### config.mk
export PLATFORM = sky130hd
export DESIGN_NAME = tql_front_flat
export DESIGN_NICKNAME = d
export VERILOG_FILES = /design/src/hw/rtl/tql_pkg.sv /design/src/hw/rtl/tql_if.sv /design/src/hw/rtl/tql_front.sv /design/src/flat_wrapper.sv
export SDC_FILE = /design/constraint.sdc
export NUM_CORES = 1
export LEC_CHECK = 0
export ABC_AREA = 1
export BUFFER_PORTS_ARGS = -buffer_cell sky130_fd_sc_hd__buf_4
export CORE_AREA = 2 2 98 100
export DETAILED_ROUTE_END_ITERATION = 10
export DIE_AREA = 0 0 100 102
export PLACE_DENSITY = 0.56
export SLEW_MARGIN = 20
export SYNTH_ARGS = -nofsm -noshare
export SYNTH_HDL_FRONTEND = slang
export SYNTH_SLANG_ARGS = --single-unit
### constraint.sdc
create_clock -name vclk -period 3.3
set_input_delay 0.33 -clock vclk [all_inputs]
set_output_delay 0.33 -clock vclk [all_outputs]
set_load 0.02 [all_outputs]
### src/hw/rtl/tql_pkg.sv
// Package for the tabular Q-learning engine: sizes, opcodes, register indexes,
// the command record passed from front end to back end, and fixed-point helpers.
// No dependencies.
package tql_pkg;

	localparam int NUM_STATES = 1024;
	localparam int NUM_ACTIONS = 8;
	localparam int STATE_W = 10;
	localparam int ACTION_W = 3;
	localparam int ENTRY_W = STATE_W + ACTION_W;
	localparam int VALUE_W = 32;
	localparam int FRAC_W = 17;
	localparam int CFG_IDX_W = 3;
	localparam int QUEUE_DEPTH = 2;
	localparam logic [FRAC_W-1:0] ONE_Q16 = 17'h10000;

	typedef enum logic [1:0] {
		OP_LOAD = 2'd0,
		OP_SELECT = 2'd1,
		OP_TRAIN = 2'd2,
		OP_NONE = 2'd3
	} opcode_t;

	typedef enum logic [CFG_IDX_W-1:0] {
		REG_LEARNING_RATE = 3'd0,
		REG_DISCOUNT = 3'd1,
		REG_EXPLORE_RATE = 3'd2,
		REG_MINIMIZE_MODE = 3'd3,
		REG_TRAINING_ON = 3'd4
	} reg_index_t;

	// Classified command handed from the front end to the back end.
	typedef struct packed {
		opcode_t op;
		logic [STATE_W-1:0] scan_state;
		logic [ENTRY_W-1:0] entry;
		logic signed [VALUE_W-1:0] reward;
		logic is_terminal;
		logic signed [VALUE_W-1:0] table_value;
		logic explore;
		logic [15:0] pick_draw;
	} cmd_t;

	typedef struct packed {
		logic [ACTION_W-1:0] chosen_action;
		logic signed [VALUE_W-1:0] best_value;
		logic signed [VALUE_W-1:0] bellman_error;
		logic signed [VALUE_W-1:0] updated_value;
	} result_t;

	// Saturate a 34-bit signed sum to the value width.
	function automatic logic signed [VALUE_W-1:0] sat34(input logic signed [33:0] v);
		logic signed [33:0] hi;
		logic signed [33:0] lo;
		begin
			hi = 34'sh07FFFFFFF;
			lo = -34'sh080000000;
			if (v > hi) sat34 = 32'sh7FFFFFFF;
			else if (v < lo) sat34 = 32'sh80000000;
			else sat34 = v[VALUE_W-1:0];
		end
	endfunction

endpackage

### src/hw/rtl/tql_if.sv
// Valid/ready channel interfaces for the Q-learning engine.
// Depends on tql_pkg for payload widths.
interface tql_in_if import tql_pkg::*; ();
	logic valid;
	logic ready;
	logic [1:0] opcode;
	logic [STATE_W-1:0] state_index;
	logic [ACTION_W-1:0] action_index;
	logic [STATE_W-1:0] next_state_index;
	logic signed [VALUE_W-1:0] reward;
	logic is_terminal;
	logic signed [VALUE_W-1:0] table_value;
	logic [15:0] explore_draw;
	logic [15:0] pick_draw;
	modport source (output valid, opcode, state_index, action_index, next_state_index,
		reward, is_terminal, table_value, explore_draw, pick_draw, input ready);
	modport sink (input valid, opcode, state_index, action_index, next_state_index,
		reward, is_terminal, table_value, explore_draw, pick_draw, output ready);
endinterface


### src/hw/rtl/tql_front.sv
// Front end: accepts input transactions, decodes them and decides exploration.
// Depends on tql_pkg and tql_if.
module tql_front import tql_pkg::*; (
	tql_in_if.sink in_ch,
	input logic [FRAC_W-1:0] explore_rate,
	input logic training_on,
	output logic cmd_valid,
	input logic cmd_ready,
	output cmd_t cmd
);

	logic [FRAC_W-1:0] eps;
	logic [2*16-1:0] rand_prod;

	assign in_ch.ready = cmd_ready;
	assign cmd_valid = in_ch.valid;
	assign eps = (explore_rate > ONE_Q16) ? ONE_Q16 : explore_rate;
	assign rand_prod = in_ch.pick_draw * 16'(NUM_ACTIONS);

	// Classify the transaction; a train with training off becomes a no-op.
	always_comb begin
		cmd.op = opcode_t'(in_ch.opcode);
		if (cmd.op == OP_TRAIN && !training_on) cmd.op = OP_NONE;
		cmd.scan_state = (cmd.op == OP_TRAIN) ? in_ch.next_state_index : in_ch.state_index;
		cmd.entry = {in_ch.state_index, in_ch.action_index};
		cmd.reward = in_ch.reward;
		cmd.is_terminal = in_ch.is_terminal;
		cmd.table_value = in_ch.table_value;
		cmd.explore = (eps != '0) && ({1'b0, in_ch.explore_draw} <= eps);
		cmd.pick_draw = cmd.explore ? {rand_prod[ACTION_W+15:16], 13'd0} : in_ch.pick_draw;
	end

endmodule

### src/flat_wrapper.sv
// flat-port wrapper written by rule: the top's interface ports become plain ports
module tql_front_flat import tql_pkg::*;
  (explore_rate, training_on, cmd_valid, cmd_ready, cmd, in_ch_valid, in_ch_opcode, in_ch_state_index, in_ch_action_index, in_ch_next_state_index, in_ch_reward, in_ch_is_terminal, in_ch_table_value, in_ch_explore_draw, in_ch_pick_draw, in_ch_ready);
  tql_in_if in_ch_i ();
  input logic [FRAC_W-1:0] explore_rate;
  input logic training_on;
  output logic cmd_valid;
  input logic cmd_ready;
  output cmd_t cmd;
  input wire logic [$bits(in_ch_i.valid)-1:0] in_ch_valid;
  input wire logic [$bits(in_ch_i.opcode)-1:0] in_ch_opcode;
  input wire logic [$bits(in_ch_i.state_index)-1:0] in_ch_state_index;
  input wire logic [$bits(in_ch_i.action_index)-1:0] in_ch_action_index;
  input wire logic [$bits(in_ch_i.next_state_index)-1:0] in_ch_next_state_index;
  input wire logic [$bits(in_ch_i.reward)-1:0] in_ch_reward;
  input wire logic [$bits(in_ch_i.is_terminal)-1:0] in_ch_is_terminal;
  input wire logic [$bits(in_ch_i.table_value)-1:0] in_ch_table_value;
  input wire logic [$bits(in_ch_i.explore_draw)-1:0] in_ch_explore_draw;
  input wire logic [$bits(in_ch_i.pick_draw)-1:0] in_ch_pick_draw;
  output wire logic [$bits(in_ch_i.ready)-1:0] in_ch_ready;
  assign in_ch_i.valid = in_ch_valid;
  assign in_ch_i.opcode = in_ch_opcode;
  assign in_ch_i.state_index = in_ch_state_index;
  assign in_ch_i.action_index = in_ch_action_index;
  assign in_ch_i.next_state_index = in_ch_next_state_index;
  assign in_ch_i.reward = in_ch_reward;
  assign in_ch_i.is_terminal = in_ch_is_terminal;
  assign in_ch_i.table_value = in_ch_table_value;
  assign in_ch_i.explore_draw = in_ch_explore_draw;
  assign in_ch_i.pick_draw = in_ch_pick_draw;
  assign in_ch_ready = in_ch_i.ready;
  tql_front u_core (.in_ch(in_ch_i), .explore_rate(explore_rate), .training_on(training_on), .cmd_valid(cmd_valid), .cmd_ready(cmd_ready), .cmd(cmd));
endmodule
# Word level (Yosys, flattened, before mapping)
# Index checks and enable logic that the tools add are counted.
[totals]
regBits = 0
in_bits = 142
output_inout_bits = 109
word_cells = 12
[op_classes]
n_lt_le_gt_ge = 2
eq_ne = 2
mux = 4
reduce_logical = 4
[op_table]
columns = ["cell", "n"]
rows = [
  ["> comparator 17 bit (second input constant)", 1],
  ["<= comparator 16 x 17 -> 1 bit", 1],
  ["2-to-1 mux 17 bit", 1],
  ["nonzero test 17 bit", 1],
  ["2-to-1 mux 13 bit", 1],
  ["2-to-1 mux 10 bit", 1],
  ["== test 2 bit (second input constant)", 2],
  ["logical AND 1 bit", 2],
  ["2-to-1 mux 2 bit", 1],
  ["logical NOT 1 bit", 1],
]

# Longest topological paths before layout
[depth]
word_depth = 5
ltp_mapped = 19
depth_no_buf = 17

# Least setup slack after synthesis
# No wires, ideal clock.
[synth_timing]
path_kind = "input -> output"
startpoint = "input port explore_rate[4]"
endpoint = "output port cmd[10] (netlist bit)"
arrival_time_ns = 2.422
required_time_ns = 2.970
setup_slack_ns = 0.548
path_stages = 16
n_path_buf = 2
cell_sequence = "or2_4 -> nor3_1 -> nand3_1 -> nand2_2 -> buf_4 -> nand2_1 -> ha_1 -> nand2_1 -> nor2_1 -> nand2_2 -> nor2_2 -> nand2_1 -> nand3_2 -> nand2_4 -> buf_12 -> a21oi_2"
[synth_rtl]
columns = ["item", "line_no", "source"]
rows = [
  ["start, declared", "flat_wrapper.sv:5", "input logic [FRAC_W-1:0] explore_rate;"],
  ["end, declared", "flat_wrapper.sv:9", "output cmd_t cmd;"],
]

==> flow_metrics.py <==
metrics = {
    "outcome": {
        "outcome": "completed",
    },
    "drt": {
        "wl_per_cell_um": 11.8,
        "drc": 0,
        "drt_iter0_drc": 22,
        "vias_per_cell": 3.84,
        "routed_wl_um": 4250,
        "first_pass_iters": 3,
        "ant_nets": 0,
        "vias": 1385,
    },
    "timing": {
        "finalSetupViolCount": 0,
        "max_freq_ghz": 0.339,
        "hold_ws_ns": 0.660,
        "worstMarginPinSlew_ns": 0.458,
        "min_period_ns": 2.95,
        "period_share_pct": 89.4,
        "hold_violations": 0,
        "slew_headroom_pct": 69.4,
        "rsz0062_at_grt": "no",
        "drv_slew": 0,
        "finalSetupTns_ns": 0,
    },
    "place": {
        "place_hpwl_um": 3800,
        "routabilityCongestion": 0.687,
        "numPortBuffers": 105,
    },
    "logic_synthesis": {
        "syn_area_per_cell_um2": 6.87,
        "synthSimpleGateAreaFrac_pct": 23.0,
        "synthAdderAreaFrac_pct": 12.6,
        "syn-num-nets": 389,
        "synth_cell_types": 28,
        "yosys.area_share.xor_xnor_pct": 0,
        "synth_compound_area_share_pct": 9.22,
        "synth_top_family_by_area": "buffers and inverters",
        "synth.area.mux_share_pct": 7.09,
        "synth_cells": 231,
        "synth_area_um2": 1590,
        "synth_warnings": 0,
        "yosysSeqAreaShare_pct": 0,
    },
    "flow_run": {
        "max_cap_viol_count": 0,
    },
    "die": {
        "die_area_um2": 10200,
        "die_x_um": 100,
        "io_pins": 251,
        "fp.coreArea_um2": 9110,
        "start_util_pct": 17.4,
        "fp-row-count": 35,
        "die_h_um": 102,
    },
    "setup_path": {
        "crit_type": "in2out",
        "cp_common_cell": "nand2_1",
        "cp_max_fo": 14,
        "start_kind": "input pin",
        "crit_required_ns": 2.97,
        "critPathArrivalTime_ns": 2.62,
        "max_stage_delay_ns": 0.30,
        "critical-path-slowest-cell": "ha_1",
        "path_cells": "buf_4, or2_4, nor3_2, nand3_2, nand2_4, nand2_1, ha_1, nand2_1, nor2_2, nand2_2, nor2_2, nand2_1, nand3_2, nand2_4, and2_2, buf_4",
        "cp-end-kind": "primary output",
    },
    "pwr": {
        "leakage_nw": 1.01,
        "powerDensity_nw_per_um2": 141,
        "ir_worst_vdd_v": 0.0000460,
    },
    "finish": {
        "n_antenna_cell": 0,
        "final_net_count": 410,
        "synthToLayoutAreaGrowth_pct": 18.0,
        "drive_above_1_share_pct": 58.0,
        "regArea_um2": 0,
        "design.seq.count": 0,
        "nClkBuffers": 0,
    },
    "global_routing": {
        "grt_util_all_layers_pct": 6.93,
        "grt_pass1_vias": 1189,
        "grt_max_degree": 16,
        "grt_pass1_wl_um": 5790,
        "overflow": 0,
        "antenna_found_initial": 0,
    },
    "clock_tree": {
        "cts-hold-fix-buffers": 0,
        "postCtsSetupRepairBufs": 0,
    },
    "min_path": {
        "hold_class": "in2out",
    },
}
-- placed cells by master (no fill, tap or decap), drive strengths merged, types with 2 or more instances in the layout --
cell / Yosys / layout
a21oi: 17 / 17
buf: 86 / 105
nand2: 46 / 47
ha: 16 / 16
inv: 26 / 26
nor2: 12 / 12
nand3: 6 / 6
nor3: 2 / 2
mux2: 10 / 10
-- power by group --
part	leakage (nW)	total [mW]	internal (mW)	switching (mW)
Clock	0	0	0	0
Sequential	0	0	0	0
Combinational	1.01	0.264	0.133	0.131
Total	1.01	0.264	0.133	0.131
-- repair_timing --
item                                    CTS  global route
endpoints found under the hold margin     0             0
endpoints found under the setup margin    0            14
gates resized for setup                   0             4
-- synth_stat cells --
library cell / instances / area share [%]
and3_1: 1 / 0.39
inv_1: 24 / 5.7
a21oi_2: 11 / 6.1
nor2_1: 10 / 2.4
a21oi_1: 6 / 1.9
inv_2: 2 / 0.47
nor3b_1: 1 / 0.47
nand2_2: 3 / 1.2
buf_6: 1 / 0.71
nand4_1: 1 / 0.39
nor3_1: 2 / 0.63
clkbuf_1: 1 / 0.24
nand2_1: 40 / 9.5
nor2_4: 1 / 0.71
nor2_2: 1 / 0.39
or2_4: 1 / 0.55
nor4_4: 1 / 1.3
o21ai_0: 1 / 0.31
nand3_2: 2 / 1.3
a21boi_0: 1 / 0.47
buf_12: 1 / 1.3
nand2_4: 3 / 2.1
a21o_1: 1 / 0.47
mux2_2: 10 / 7.1
and2_2: 1 / 0.47
buf_4: 84 / 40
ha_1: 16 / 13
nand3_1: 4 / 1.3
-- logic make-up (layout without fill, tap and decap cells) --
family / Yosys count / in the layout
buffers and inverters: 113 / 131
AO/OA/AOI/OAI: 20 / 20
AND/OR/NAND/NOR: 72 / 73
adder cells (fa/ha/maj): 16 / 16
multiplexers: 10 / 10
-- worst max-delay path, delay by kind of cell --
kind / cells / cell delay (ns)
buffers and inverters: 2 / 0.26
and+or+nand+nor: 13 / 1.73
adders and majority gates: 1 / 0.30
-- path summary, 6_finish.rpt --
check | from | endpoint | cells past startpoint
worst max-delay path | explore_rate[4] | cmd[16] | 16
worst min-delay path | in_ch_pick_draw[13] | cmd[13] | 0
-- stage by stage --
step                cell area (µm²)  setup slack, ns  util, %  instances  total power [mW]
global placement               1850            0.223     20.3        360             0.264
floorplan                      1590            0.548        -        231             0.279
finish                         1870            0.350     20.6        361             0.264
detailed placement             1850            0.163     20.3        360             0.265
CTS                            1850            0.156     20.3        360             0.266
global route                   1870           0.0553     20.6        361             0.290
-- layer usage --
layer / up-vias / global-route usage, % / share of wire, %
met5: - / 0 / 0
met4: 0 / 1.58 / 2.0
met3: 26 / 1.71 / 12
met2: 100 / 13.4 / 49
met1: 577 / 7.61 / 37
li1: 682 / - / -
-- final cells by class --
cell class         instances  area [µm²]
well taps                111         139
multi-input cells        119         848
inverters                 26        97.6
repair buffers           105         788
fillers                 1047        7240
No activity file was read; power rests on OpenSTA's default activity.
