## src/hw/rtl/tql_pkg.sv

```systemverilog
// Package for the tabular Q-learning engine: sizes, opcodes, register indexes,
// the command record passed from front end to back end, and fixed-point helpers.
// No dependencies.
package tql_pkg;

	localparam int NUM_STATES = 1024;
	localparam int NUM_ACTIONS = 8;
	localparam int STATE_W = 10;
	localparam int ACTION_W = 3;
	localparam int ENTRY_W = STATE_W + ACTION_W;
	localparam int VALUE_W = 32;
	localparam int FRAC_W = 17;
	localparam int CFG_IDX_W = 3;
	localparam int QUEUE_DEPTH = 2;
	localparam logic [FRAC_W-1:0] ONE_Q16 = 17'h10000;

	typedef enum logic [1:0] {
		OP_LOAD = 2'd0,
		OP_SELECT = 2'd1,
		OP_TRAIN = 2'd2,
		OP_NONE = 2'd3
	} opcode_t;

	typedef enum logic [CFG_IDX_W-1:0] {
		REG_LEARNING_RATE = 3'd0,
		REG_DISCOUNT = 3'd1,
		REG_EXPLORE_RATE = 3'd2,
		REG_MINIMIZE_MODE = 3'd3,
		REG_TRAINING_ON = 3'd4
	} reg_index_t;

	// Classified command handed from the front end to the back end.
	typedef struct packed {
		opcode_t op;
		logic [STATE_W-1:0] scan_state;
		logic [ENTRY_W-1:0] entry;
		logic signed [VALUE_W-1:0] reward;
		logic is_terminal;
		logic signed [VALUE_W-1:0] table_value;
		logic explore;
		logic [15:0] pick_draw;
	} cmd_t;

	typedef struct packed {
		logic [ACTION_W-1:0] chosen_action;
		logic signed [VALUE_W-1:0] best_value;
		logic signed [VALUE_W-1:0] bellman_error;
		logic signed [VALUE_W-1:0] updated_value;
	} result_t;

	// Saturate a 34-bit signed sum to the value width.
	function automatic logic signed [VALUE_W-1:0] sat34(input logic signed [33:0] v);
		logic signed [33:0] hi;
		logic signed [33:0] lo;
		begin
			hi = 34'sh07FFFFFFF;
			lo = -34'sh080000000;
			if (v > hi) sat34 = 32'sh7FFFFFFF;
			else if (v < lo) sat34 = 32'sh80000000;
			else sat34 = v[VALUE_W-1:0];
		end
	endfunction

endpackage

```

## src/hw/rtl/tql_queue.sv

```systemverilog
// Two-entry command queue between the front end and the back end.
// Depends on tql_pkg.
module tql_queue import tql_pkg::*; (
	input logic clk,
	input logic arst_n,
	input logic wr_valid,
	output logic wr_ready,
	input cmd_t wr_data,
	output logic rd_valid,
	input logic rd_ready,
	output cmd_t rd_data
);

	cmd_t mem_q [QUEUE_DEPTH];
	logic wptr_q;
	logic rptr_q;
	logic [1:0] count_q;
	logic push;
	logic pop;

	assign wr_ready = (count_q != 2'(QUEUE_DEPTH));
	assign rd_valid = (count_q != 2'd0);
	assign rd_data = mem_q[rptr_q];
	assign push = wr_valid && wr_ready;
	assign pop = rd_valid && rd_ready;

	// Storage is written on push only.
	always_ff @(posedge clk) begin
		if (push) mem_q[wptr_q] <= wr_data;
	end

	// Pointers and fill count.
	always_ff @(posedge clk or negedge arst_n) begin
		if (!arst_n) begin
			wptr_q <= 1'b0;
			rptr_q <= 1'b0;
			count_q <= 2'd0;
		end else begin
			if (push) wptr_q <= ~wptr_q;
			if (pop) rptr_q <= ~rptr_q;
			count_q <= count_q + 2'(push) - 2'(pop);
		end
	end

endmodule

```

## config.mk

```make
export PLATFORM = sky130hd
export DESIGN_NAME = tql_queue
export DESIGN_NICKNAME = d
export VERILOG_FILES = /design/src/hw/rtl/tql_pkg.sv /design/src/hw/rtl/tql_queue.sv
export SDC_FILE = /design/constraint.sdc
export NUM_CORES = 1
export LEC_CHECK = 0
export BUFFER_PORTS_ARGS = -buffer_cell sky130_fd_sc_hd__clkbuf_2
export CAP_MARGIN = 20
export CORE_ASPECT_RATIO = 1.75
export CORE_MARGIN = 4
export CORE_UTILIZATION = 52
export CTS_CLUSTER_SIZE = 25
export DETAILED_ROUTE_END_ITERATION = 8
export GPL_ROUTABILITY_DRIVEN = 0
export PLACE_DENSITY = 0.79
export SYNTH_ARGS = -nofsm -noshare
export SYNTH_HDL_FRONTEND = slang
export SYNTH_SLANG_ARGS = --single-unit
```

## constraint.sdc

```tcl
create_clock -name clk -period 7.4 [get_ports clk]
set_clock_uncertainty 0.2 [all_clocks]
set_input_delay 1.85 -clock clk [delete_from_list [all_inputs] [get_ports clk]]
set_output_delay 1.85 -clock clk [all_outputs]
set_load 0.005 [all_outputs]
```

# Word level (Yosys, flattened, before mapping)
# Memory sizes are Yosys's and may differ from the RTL's.
# Cells that the tools add are included.
[totals]
ff_bits = 4
mem_bits_rw = 214
inputBits = 111
wordCells = 14
n_memories = 1
[op_classes]
n_addsub = 2
n_eq_ne = 1
mux = 2
n_bitwise = 2
n_reduce_logical = 3
[mem_list]
columns = ["name", "depth", "width", "rd", "rd_clocked_by_memory_dff", "wr", "line", "text"]
rows = [
  ["mem_q", 2, 107, 1, 0, 1, "tql_queue.sv:14", "cmd_t mem_q [QUEUE_DEPTH];"],
]
[op_table]
columns = ["op", "count"]
rows = [
  ["2-bit by 1-bit adder with 2-bit output", 1],
  ["1-bit logical AND", 2],
  ["1-bit 2-to-1 mux", 2],
  ["2-bit != test, second input constant", 1],
  ["1-bit inverter", 2],
  ["2-bit nonzero test", 1],
  ["2-bit by 1-bit subtractor with 2-bit output", 1],
]

# Longest topological paths before layout
# Gate-level depths: netlist of run 1.
[logic_depth]
depth_word = 4
ltp_mapped = 7
ltp_nobuf = 7

# Least setup slack after synthesis of run 1
# OpenSTA, ideal clock, no wires.
[synth_timing]
path_type = "input -> register"
startpoint = "input port wr_valid"
endpoint = "memory mem_q[0][0] in the netlist's numbering, enable pin"
setup_time_ns = 0.574
arrival_ns = 6.395
required_time_ns = 6.626
setup_slack_ns = 0.231
path_stages = 2
path_buffers = 0
cell_sequence = "nand2_1 -> nor2_1"
[synth_via]
elab_chain_len = 3
[synth_lines]
columns = ["item", "line", "text"]
rows = [
  ["start: declaration", "tql_queue.sv:6", "input logic wr_valid,"],
  ["1-bit logical AND", "tql_queue.sv:24", "assign push = wr_valid && wr_ready;"],
  ["1-bit 2-to-1 mux", "tql_queue.sv:29", "if (push) mem_q[wptr_q] <= wr_data;"],
  ["1-bit 2-to-1 mux (implied by the code)", "tql_queue.sv:29", ""],
  ["end: declaration", "tql_queue.sv:14", ""],
]
# No other way between the ends.

==> results of run 1 <==
==> kinds of logic after synthesis <==
group,count (synthesis),share of synthesized area (%)
DFF,218,81.7
buffers and inverters,13,1.11
xor gates and xnor gates,4,0.439
muxes,107,16.0
adders and majority gates,2,0.313
and+or+nand+nor,6,0.407
==> worst paths after layout <==
| check | start | endpoint | slack (ns) | cells after the start |
|---|---|---|---|---|
| worst min-delay path | count_q[0] | count_q[0] | 0.34 | 1 |
| min in group asynchronous | arst_n | wptr_q | 0.98 | 1 |
| worst min register to register | count_q[0] | count_q[0] | 0.34 | 1 |
| worst max-delay path | rptr_q | rd_data[0] | 2.66 | 3 |
| worst max register to register | count_q[1] | mem_q[0][68] | 4.67 | 5 |
| max in group asynchronous | arst_n | rptr_q | 5.87 | 1 |
==> critical path, cell delays in order, from the launching register on <==
cell	delay, ns
dfrtp_4	0.92
buf_4	0.70
mux2_2	0.42
clkbuf_2	0.13
==> through the flow <==
step / setup WS, ns / instance area (µm²) / power (mW) / std cells / hold WS, ns
after floorplan: 0.231 / 7990 / 2.47 / 350 / 0.261
after global placement: 3.11 / 9270 / 2.84 / 744 / 0.294
after detailed placement: 3.08 / 9270 / 2.89 / 744 / 0.331
after CTS: 2.57 / 9830 / 3.79 / 776 / 0.347
after global routing: 2.50 / 9830 / 3.92 / 778 / 0.361
final: 2.66 / 9830 / 3.72 / 778 / 0.336
==> registers in the layout (all words and copies together) (netlist names) <==
register	count
rptr_q	1
count_q	2
mem_q	214
wptr_q	1
==> final cells by class <==
type	instances	area [µm²]
diodes	2	5.00
well taps	183	229
flip-flops and latches	218	6530
multi-input cells	119	1390
inverters	1	3.75
clock inverters	11	72.6
clock buffers	21	483
fillers	1039	5150
repair buffers	223	1130
==> cell usage in the layout (no fill, tap or decap), drive strengths merged <==
cell / instances
nand2b: 1
mux2: 107
xnor2: 3
nor2: 1
ha: 2
clkinv: 10
edfxtp: 214
nand2: 1
and3: 1
xor2: 1
or2: 1
inv: 1
diode: 2
dfrtp: 4
clkbuf: 240
buf: 4
bufinv: 1
and2: 1
==> power groups by stage <==
stage | combinational [mW] | clock [mW] | sequential, mW
after global routing | 1.10 | 0.972 | 1.85
after detailed placement | 1.04 | 0 | 1.85
final | 1.01 | 0.899 | 1.82
after floorplan | 0.675 | 0 | 1.79
after global placement | 1.01 | 0 | 1.83
after CTS | 1.04 | 0.921 | 1.83
==> metal layers <==
metal	routed length (µm)	track usage (%)	up-vias
li1	-	-	1861
met1	4840	17.4	1931
met2	8830	32.1	147
met3	961	3.88	47
met4	688	8.68	0
met5	0	0	-
==> qor.yml, run 1 <==
cts:
  cts_root_buffer: "clkbuf_16"
  tritoncts: "built"
  htree_levels: 1
  insertion_delay_ns: 0.47
  hold_buffers: 0
  cts_buffers: 19
  postCtsSetupBuffers: 0
  cts_resized: 0
  cts.path.max_buffers: 3
  path_clk_slew_ns: 0.06
  cts.sinks: 218
routing:
  vias: 3986
  drt_iter0_drc: 157
  drc: 0
  post_drt_via_cell_ratio: 5.12
  ant_nets: 0
  routedWlPerCell_um: 19.7
  routed_wirelength_um: 15300
  drt-pass1-iter-count: 5
die:
  pin_count: 220
  initial_core_util_pct: 53.3
  die-height_um: 172
  die_area_mm2: 0.0175
  rows: 59
  die_w_um: 102
  core_region_area_mm2: 0.0150
outcome:
  status: "completed"
logic_synthesis:
  syn_nets: 463
  synth_seq_cells: 218
  yosysUniqueCellTypes: 16
  ys_warn_count: 0
  ys.flop_type: "edfxtp_1"
  yosysSeqAreaShare_pct: 81.7
  synth_most_common_cell: "edfxtp_1"
  yosys.area.top_type: "edfxtp_1"
  avgSynthCellArea_um2: 22.8
  synthArstFlopShare_pct: 1.83
  synth_edf_count: 214
  synth_area_mm2: 0.00799
  synth_cells: 350
  yosysTopAreaCellShare_pct: 80.5
  synth.top_cells.by_area: "edfxtp_1 (80%), mux2_2 (12%), mux2_4 (3.8%)"
  synthTopCellsByCount: "edfxtp_1 (214), mux2_2 (87), mux2_4 (20)"
power_and_ir_drop:
  cellLeakagePower_nw: 3.79
  p_sw_mw: 1.00
  vdd_drop_max_mv: 0.316
  combPwrFrac_pct: 27.0
  p_seq_share_pct: 48.8
  internal-power_mw: 2.72
  p_clk_share_pct: 24.1
  sw_frac_of_total_pct: 26.9
  powerDensity_mw_per_mm2: 379
timing:
  rsz0062_at_grt: "false"
  finalHoldViolCount: 0
  timing.final.crit_share_pct: 64.0
  slew_violations: 0
  maxSlewHeadroom_pct: 46.4
  period_needed_ns: 4.74
  clock.fmax_ghz: 0.211
  fin_tns_setup_ns: 0
  setup_viol_count_final: 0
  tightestPinTransition_ns: 0.804
finish:
  fin_util_pct: 65.6
  finalNetCount: 695
  drive_gt1_share_pct: 60.4
  syn_to_final_growth_pct: 23.1
hold_path:
  min_path_type: "flop to flop"
worst_setup_path:
  cp-start-kind: "flop"
  path_class: "flop to output pin"
  crit_path_end_kind: "output pin"
  crit_required_ns: 5.35
  crit_fanout: 58
  crit_arrival_ns: 2.69
grt:
  grt_pass1_wl_um: 22800
  track_usage_pct: 17.1
  first_global_vias: 4454
  grt_max_degree: 59
  antenna_found_initial: 2
  grt_overflow: 0
placement:
  dp_hpwl_um: 10800
  port_buffers: 219
flow_run:
  drv_cap: 0
No activity file was read; power rests on OpenSTA's default activity.
==> inputs of run 2 (changes only) <==
Settings changed: CORE_UTILIZATION 52 to 47, PLACE_DENSITY 0.79 to 0.76.
Clock period 7.4 ns to 3.8 ns, I/O delays scaled along.
==> qor.yml, run 2 (synthesized netlist as in run 1, its figures left out) <==
power_and_ir_drop:
  cellLeakagePower_nw: 3.81  # was 3.79 nW
  powerDensity_mw_per_mm2: 731  # was 379 mW/mm²
  vdd_drop_max_mv: 0.587  # was 0.316 mV
worst_setup_path:
  crit_fanout: 55  # was 58
  crit_arrival_ns: 2.23  # was 2.69 ns
  crit_path_end_kind: "output pin"  # unchanged
  cp-start-kind: "flop"  # unchanged
  crit_required_ns: 2.65  # was 5.35 ns
  path_class: "flop to output pin"  # unchanged
routing:
  routedWlPerCell_um: 18.9  # was 19.7 µm
  drt-pass1-iter-count: 4  # was 5
  drc: 0  # unchanged
  drt_iter0_drc: 164  # was 157
  routed_wirelength_um: 15500  # was 15300 µm
  ant_nets: 0  # unchanged
  vias: 4017  # was 3986
  post_drt_via_cell_ratio: 4.88  # was 5.12
timing:
  setup_viol_count_final: 0  # unchanged
  period_needed_ns: 3.38
  fin_tns_setup_ns: 0  # unchanged
  timing.final.crit_share_pct: 88.8
  rsz0062_at_grt: "false"  # unchanged
  whs_ns: 0.0737  # was 0.336 ns
  tightestPinTransition_ns: 0.731  # was 0.804 ns
  finalHoldViolCount: 0  # unchanged
  clock.fmax_ghz: 0.296
  slew_violations: 0  # unchanged
  maxSlewHeadroom_pct: 51.2  # was 46.4%
finish:
  drive_gt1_share_pct: 60.5  # was 60.4%
  mostFrequentLayoutCells: "clkbuf_2 (219), edfxtp_1 (214), mux2_2 (87), mux2_4 (20), clkbuf_16 (19)"  # unchanged
  largest_register_ffs: 214  # unchanged
  reg.largest.list: "mem_q (214), count_q (2)"  # unchanged
  finalNonFillerCells: 823  # was 778
  top_register: "mem_q"  # unchanged
  finalNetCount: 700  # was 695
  final_common_cell: "clkbuf_2"  # unchanged
  syn_to_final_growth_pct: 24.4  # was 23.1%
  fill_cells: 1255  # was 1039
cts:
  cts_root_buffer: "clkbuf_16"  # unchanged
  cts.sinks: 218  # unchanged
  cts_resized: 0  # unchanged
  cts_buffers: 19  # unchanged
  path_clk_slew_ns: 0.06  # about the same
  postCtsSetupBuffers: 0  # unchanged
  hold_buffers: 0  # unchanged
  insertion_delay_ns: 0.47  # about the same
  cts.path.max_buffers: 3  # unchanged
  htree_levels: 1  # unchanged
  tritoncts: "built"  # unchanged
die:
  initial_core_util_pct: 48.3  # was 53.3%
  pin_count: 220  # unchanged
  die_w_um: 107  # was 102 µm
  die_area_mm2: 0.0192  # was 0.0175 mm²
  core_region_area_mm2: 0.0165  # was 0.0150 mm²
  rows: 62  # was 59
  die-height_um: 180  # was 172 µm
grt:
  grt_pass1_wl_um: 23700  # was 22800 µm
  grt_overflow: 0  # unchanged
  track_usage_pct: 16.0  # was 17.1%
  antenna_found_initial: 1  # was 2
  first_global_vias: 4572  # was 4454
  grt_max_degree: 65  # was 59
outcome:
  status: "completed"  # unchanged
placement:
  post-place-cells: 790  # was 744
  dp_hpwl_um: 11200  # was 10800 µm
  port_buffers: 219  # unchanged
hold_path:
  min_path_type: "input pin to asynchronous set/reset pin"  # was flop to flop
flow_run:
  drv_cap: 0  # unchanged
-- run 2: cell type report --
type	count	area, µm²	share of cell area [%]
Clock inverter	8	41.3	0.415
Clock buffer	24	494	4.97
Sequential cell	218	6530	65.7
Inverter	1	3.75	0.0378
Multi-Input combinational cell	119	1390	13.9
Tap cell	224	280	2.82
Timing Repair Buffer	228	1200	12.1
Antenna cell	1	2.50	0.0252
-- run 2: layer usage --
layer  track usage (%)  routed length [µm]  vias to the layer above
li1                  -                   -                     1865
met1              15.1                4950                     1966
met2              31.6                9060                      144
met3              3.55                 848                       42
met4              7.01                 676                        0
met5                 0                   0                        -
-- run 2: worst paths after layout --
| check | startpoint | end | slack, ns | depth (start not counted) |
|---|---|---|---|---|
| setup / recovery | rptr_q | rd_data[23] | 0.42 | 3 |
| hold / removal | arst_n | wptr_q | 0.07 | 1 |
| setup reg to reg | count_q[1] | mem_q[0][2] | 1.70 | 4 |
| hold reg to reg | count_q[0] | count_q[0] | 0.33 | 1 |
| max in group asynchronous | arst_n | rptr_q | 3.18 | 1 |
| min in group clk | count_q[0] | count_q[0] | 0.33 | 1 |
-- run 2: metrics by stage --
stage               util, %  power [mW]  area [µm²]  setup WS (ns)
floorplan                 -        4.76        8000          0.521
global placement       56.9        5.61        9400          0.947
CTS                    60.1        7.40        9940          0.394
finish                 60.1        7.26        9940          0.424
detailed placement     56.9        5.70        9400          0.911
global route           60.1        7.66        9940          0.321
-- run 2: critical path, cell delays in order, from the launching register on --
cell      delay [ns]
dfrtp_4         0.89
buf_4           0.32
mux2_2          0.36
clkbuf_2        0.13
-- run 2: where the power goes --
part	switching [mW]	internal, mW	leakage [nW]
Combinational	0.967	1.09	1.52
Clock	0.764	0.920	0.258
Sequential	0.239	3.29	2.03
==> inputs of run 3 (changes only) <==
Settings changed: CORE_MARGIN 4 to 2.
==> qor.yml, run 3 (synthesized netlist as in run 1, its figures left out) <==
grt:
  first_global_vias: 4398  # was 4572
  met1_usage_pct: 15.5  # was 15.1%
  grt_pass1_wl_um: 21500  # was 23700 µm
  gr-usage-met3_pct: 3.09  # was 3.55%
  grt_overflow: 0  # unchanged
  grt_max_degree: 108  # was 65
  antenna_found_initial: 0  # was 1
  track_usage_pct: 15.8  # was 16.0%
  grt_use_met2_pct: 30.0  # was 31.6%
  busiest_layer: "met2"  # unchanged
outcome:
  status: "completed"  # unchanged
cts:
  cts_buffers: 21  # was 19
  cts.path.max_buffers: 3  # unchanged
  cts_resized: 0  # unchanged
  insertion_delay_ns: 0.48  # was 0.47 ns
  htree_levels: 1  # unchanged
  postCtsSetupBuffers: 0  # unchanged
  tritoncts: "built"  # unchanged
  hold_buffers: 0  # unchanged
  cts_root_buffer: "clkbuf_16"  # unchanged
  cts.sinks: 218  # unchanged
  path_clk_slew_ns: 0.07  # was 0.06 ns
timing:
  clock.fmax_ghz: 0.302  # was 0.296 GHz
  setup_viol_count_final: 0  # unchanged
  rsz0062_at_grt: "false"  # unchanged
  tightestPinTransition_ns: 0.628  # was 0.731 ns
  slew_violations: 0  # unchanged
  timing.final.crit_share_pct: 87.1  # was 88.8%
  whs_ns: 0.0657  # was 0.0737 ns
  maxSlewHeadroom_pct: 58.1  # was 51.2%
  fin_tns_setup_ns: 0  # unchanged
  setup_ws_ns: 0.491  # was 0.424 ns
  finalHoldViolCount: 0  # unchanged
  period_needed_ns: 3.31  # was 3.38 ns
die:
  die-height_um: 176  # was 180 µm
  die_area_mm2: 0.0181  # was 0.0192 mm²
  rows: 63  # was 62
  die_w_um: 103  # was 107 µm
  core_region_area_mm2: 0.0168  # was 0.0165 mm²
  pin_count: 220  # unchanged
  initial_core_util_pct: 47.6  # was 48.3%
routing:
  routedWlPerCell_um: 18.0  # was 18.9 µm
  drt_iter0_drc: 144  # was 164
  drc: 0  # unchanged
  vias: 4065  # was 4017
  routed_wirelength_um: 14900  # was 15500 µm
  post_drt_via_cell_ratio: 4.92  # was 4.88
  ant_nets: 0  # unchanged
  drt-pass1-iter-count: 4  # unchanged
finish:
  finalNonFillerCells: 827  # was 823
  final_area_mm2: 0.0101  # was 0.00994 mm²
  reg.largest.list: "mem_q (214), count_q (2)"  # unchanged
  top_register: "mem_q"  # unchanged
  finalNetCount: 700  # unchanged
  antenna_cells: 0  # was 1
  final_common_cell: "clkbuf_2"  # unchanged
  fill_cells: 1260  # was 1255
  drive_gt1_share_pct: 61.7  # was 60.5%
  largest_register_ffs: 214  # unchanged
  syn_to_final_growth_pct: 25.9  # was 24.4%
  mostFrequentLayoutCells: "clkbuf_2 (219), edfxtp_1 (214), mux2_2 (87), clkbuf_16 (21), mux2_4 (20)"  # was clkbuf_2 (219), edfxtp_1 (214), mux2_2 (87), mux2_4 (20), clkbuf_16 (19)
worst_setup_path:
  crit_path_end_kind: "output pin"  # unchanged
  cp_slowest_cell: "dfrtp_4"  # unchanged
  cp.buffers_inverters: 2  # unchanged
  max_stage_delay_ns: 0.82  # was 0.89 ns
  crit_required_ns: 2.65  # about the same
  crit_fanout: 45  # was 55
  path_cells: "buf_12 > mux2_2 > clkbuf_2"  # was buf_4 > mux2_2 > clkbuf_2
  critical_path.top_delay_family: "flip-flops"  # unchanged
  cp-start-kind: "flop"  # unchanged
  path_class: "flop to output pin"  # unchanged
  crit_arrival_ns: 2.16  # was 2.23 ns
hold_path:
  min_path_type: "input pin to asynchronous set/reset pin"  # unchanged
placement:
  port_buffers: 219  # unchanged
  post-place-cells: 791  # was 790
  pre_cts_ws_ns: 0.959  # was 0.911 ns
  placed_area_mm2: 0.00939  # was 0.00940 mm²
  dp_hpwl_um: 10200  # was 11200 µm
power_and_ir_drop:
  cellLeakagePower_nw: 3.87  # was 3.81 nW
  combPwrFrac_pct: 27.2  # was 28.3%
  internal-power_mw: 5.53  # was 5.29 mW
  vdd_drop_max_mv: 0.608  # was 0.587 mV
  p_seq_share_pct: 46.4  # was 48.5%
  sw_frac_of_total_pct: 26.9  # was 27.1%
  powerDensity_mw_per_mm2: 752  # was 731 mW/mm²
  p_clk_share_pct: 26.5  # was 23.2%
  p_sw_mw: 2.03  # was 1.97 mW
flow_run:
  drv_cap: 0  # unchanged
[run 3: per-stage QoR]
step,power [mW],util (%)
after floorplan,4.76,-
after global placement,5.57,55.9
after detailed placement,5.66,55.9
after CTS,7.68,59.9
after global routing,7.93,59.9
final,7.56,59.9
[run 3: power groups by stage]
stage                     Clock (mW)  Combinational (mW)  Sequential (mW)
after detailed placement           0                2.10             3.57
final                           2.00                2.05             3.50
after global routing            2.14                2.22             3.57
after CTS                       2.06                2.10             3.52
after global placement             0                2.04             3.53
after floorplan                    0                1.32             3.44
[run 3: metal layers]
metal	vias up	share of wire [%]
met5	-	0
met4	0	4.9
met3	43	5.6
met2	150	57
met1	2010	32
li1	1862	-
[run 3: path summary, 6_finish.rpt]
check | from | cells after the start | slack [ns] | end
setup / recovery | rptr_q | 3 | 0.49 | rd_data[13]
hold reg to reg | count_q[0] | 1 | 0.34 | count_q[0]
max in group asynchronous | arst_n | 1 | 3.18 | rptr_q
setup reg to reg | count_q[1] | 3 | 1.73 | mem_q[1][57]
min in group clk | count_q[0] | 1 | 0.34 | count_q[0]
hold / removal | arst_n | 1 | 0.07 | wptr_q
[run 3: layout make-up]
class                           instances  area, µm²  share of cell area [%]
Clock buffer                           23        533                    5.30
Clock inverter                         13        134                    1.33
Multi-Input combinational cell        119       1390                    13.8
Tap cell                              227        284                    2.82
Sequential cell                       218       6530                    64.9
Timing Repair Buffer                  226       1190                    11.8
Inverter                                1       3.75                  0.0373
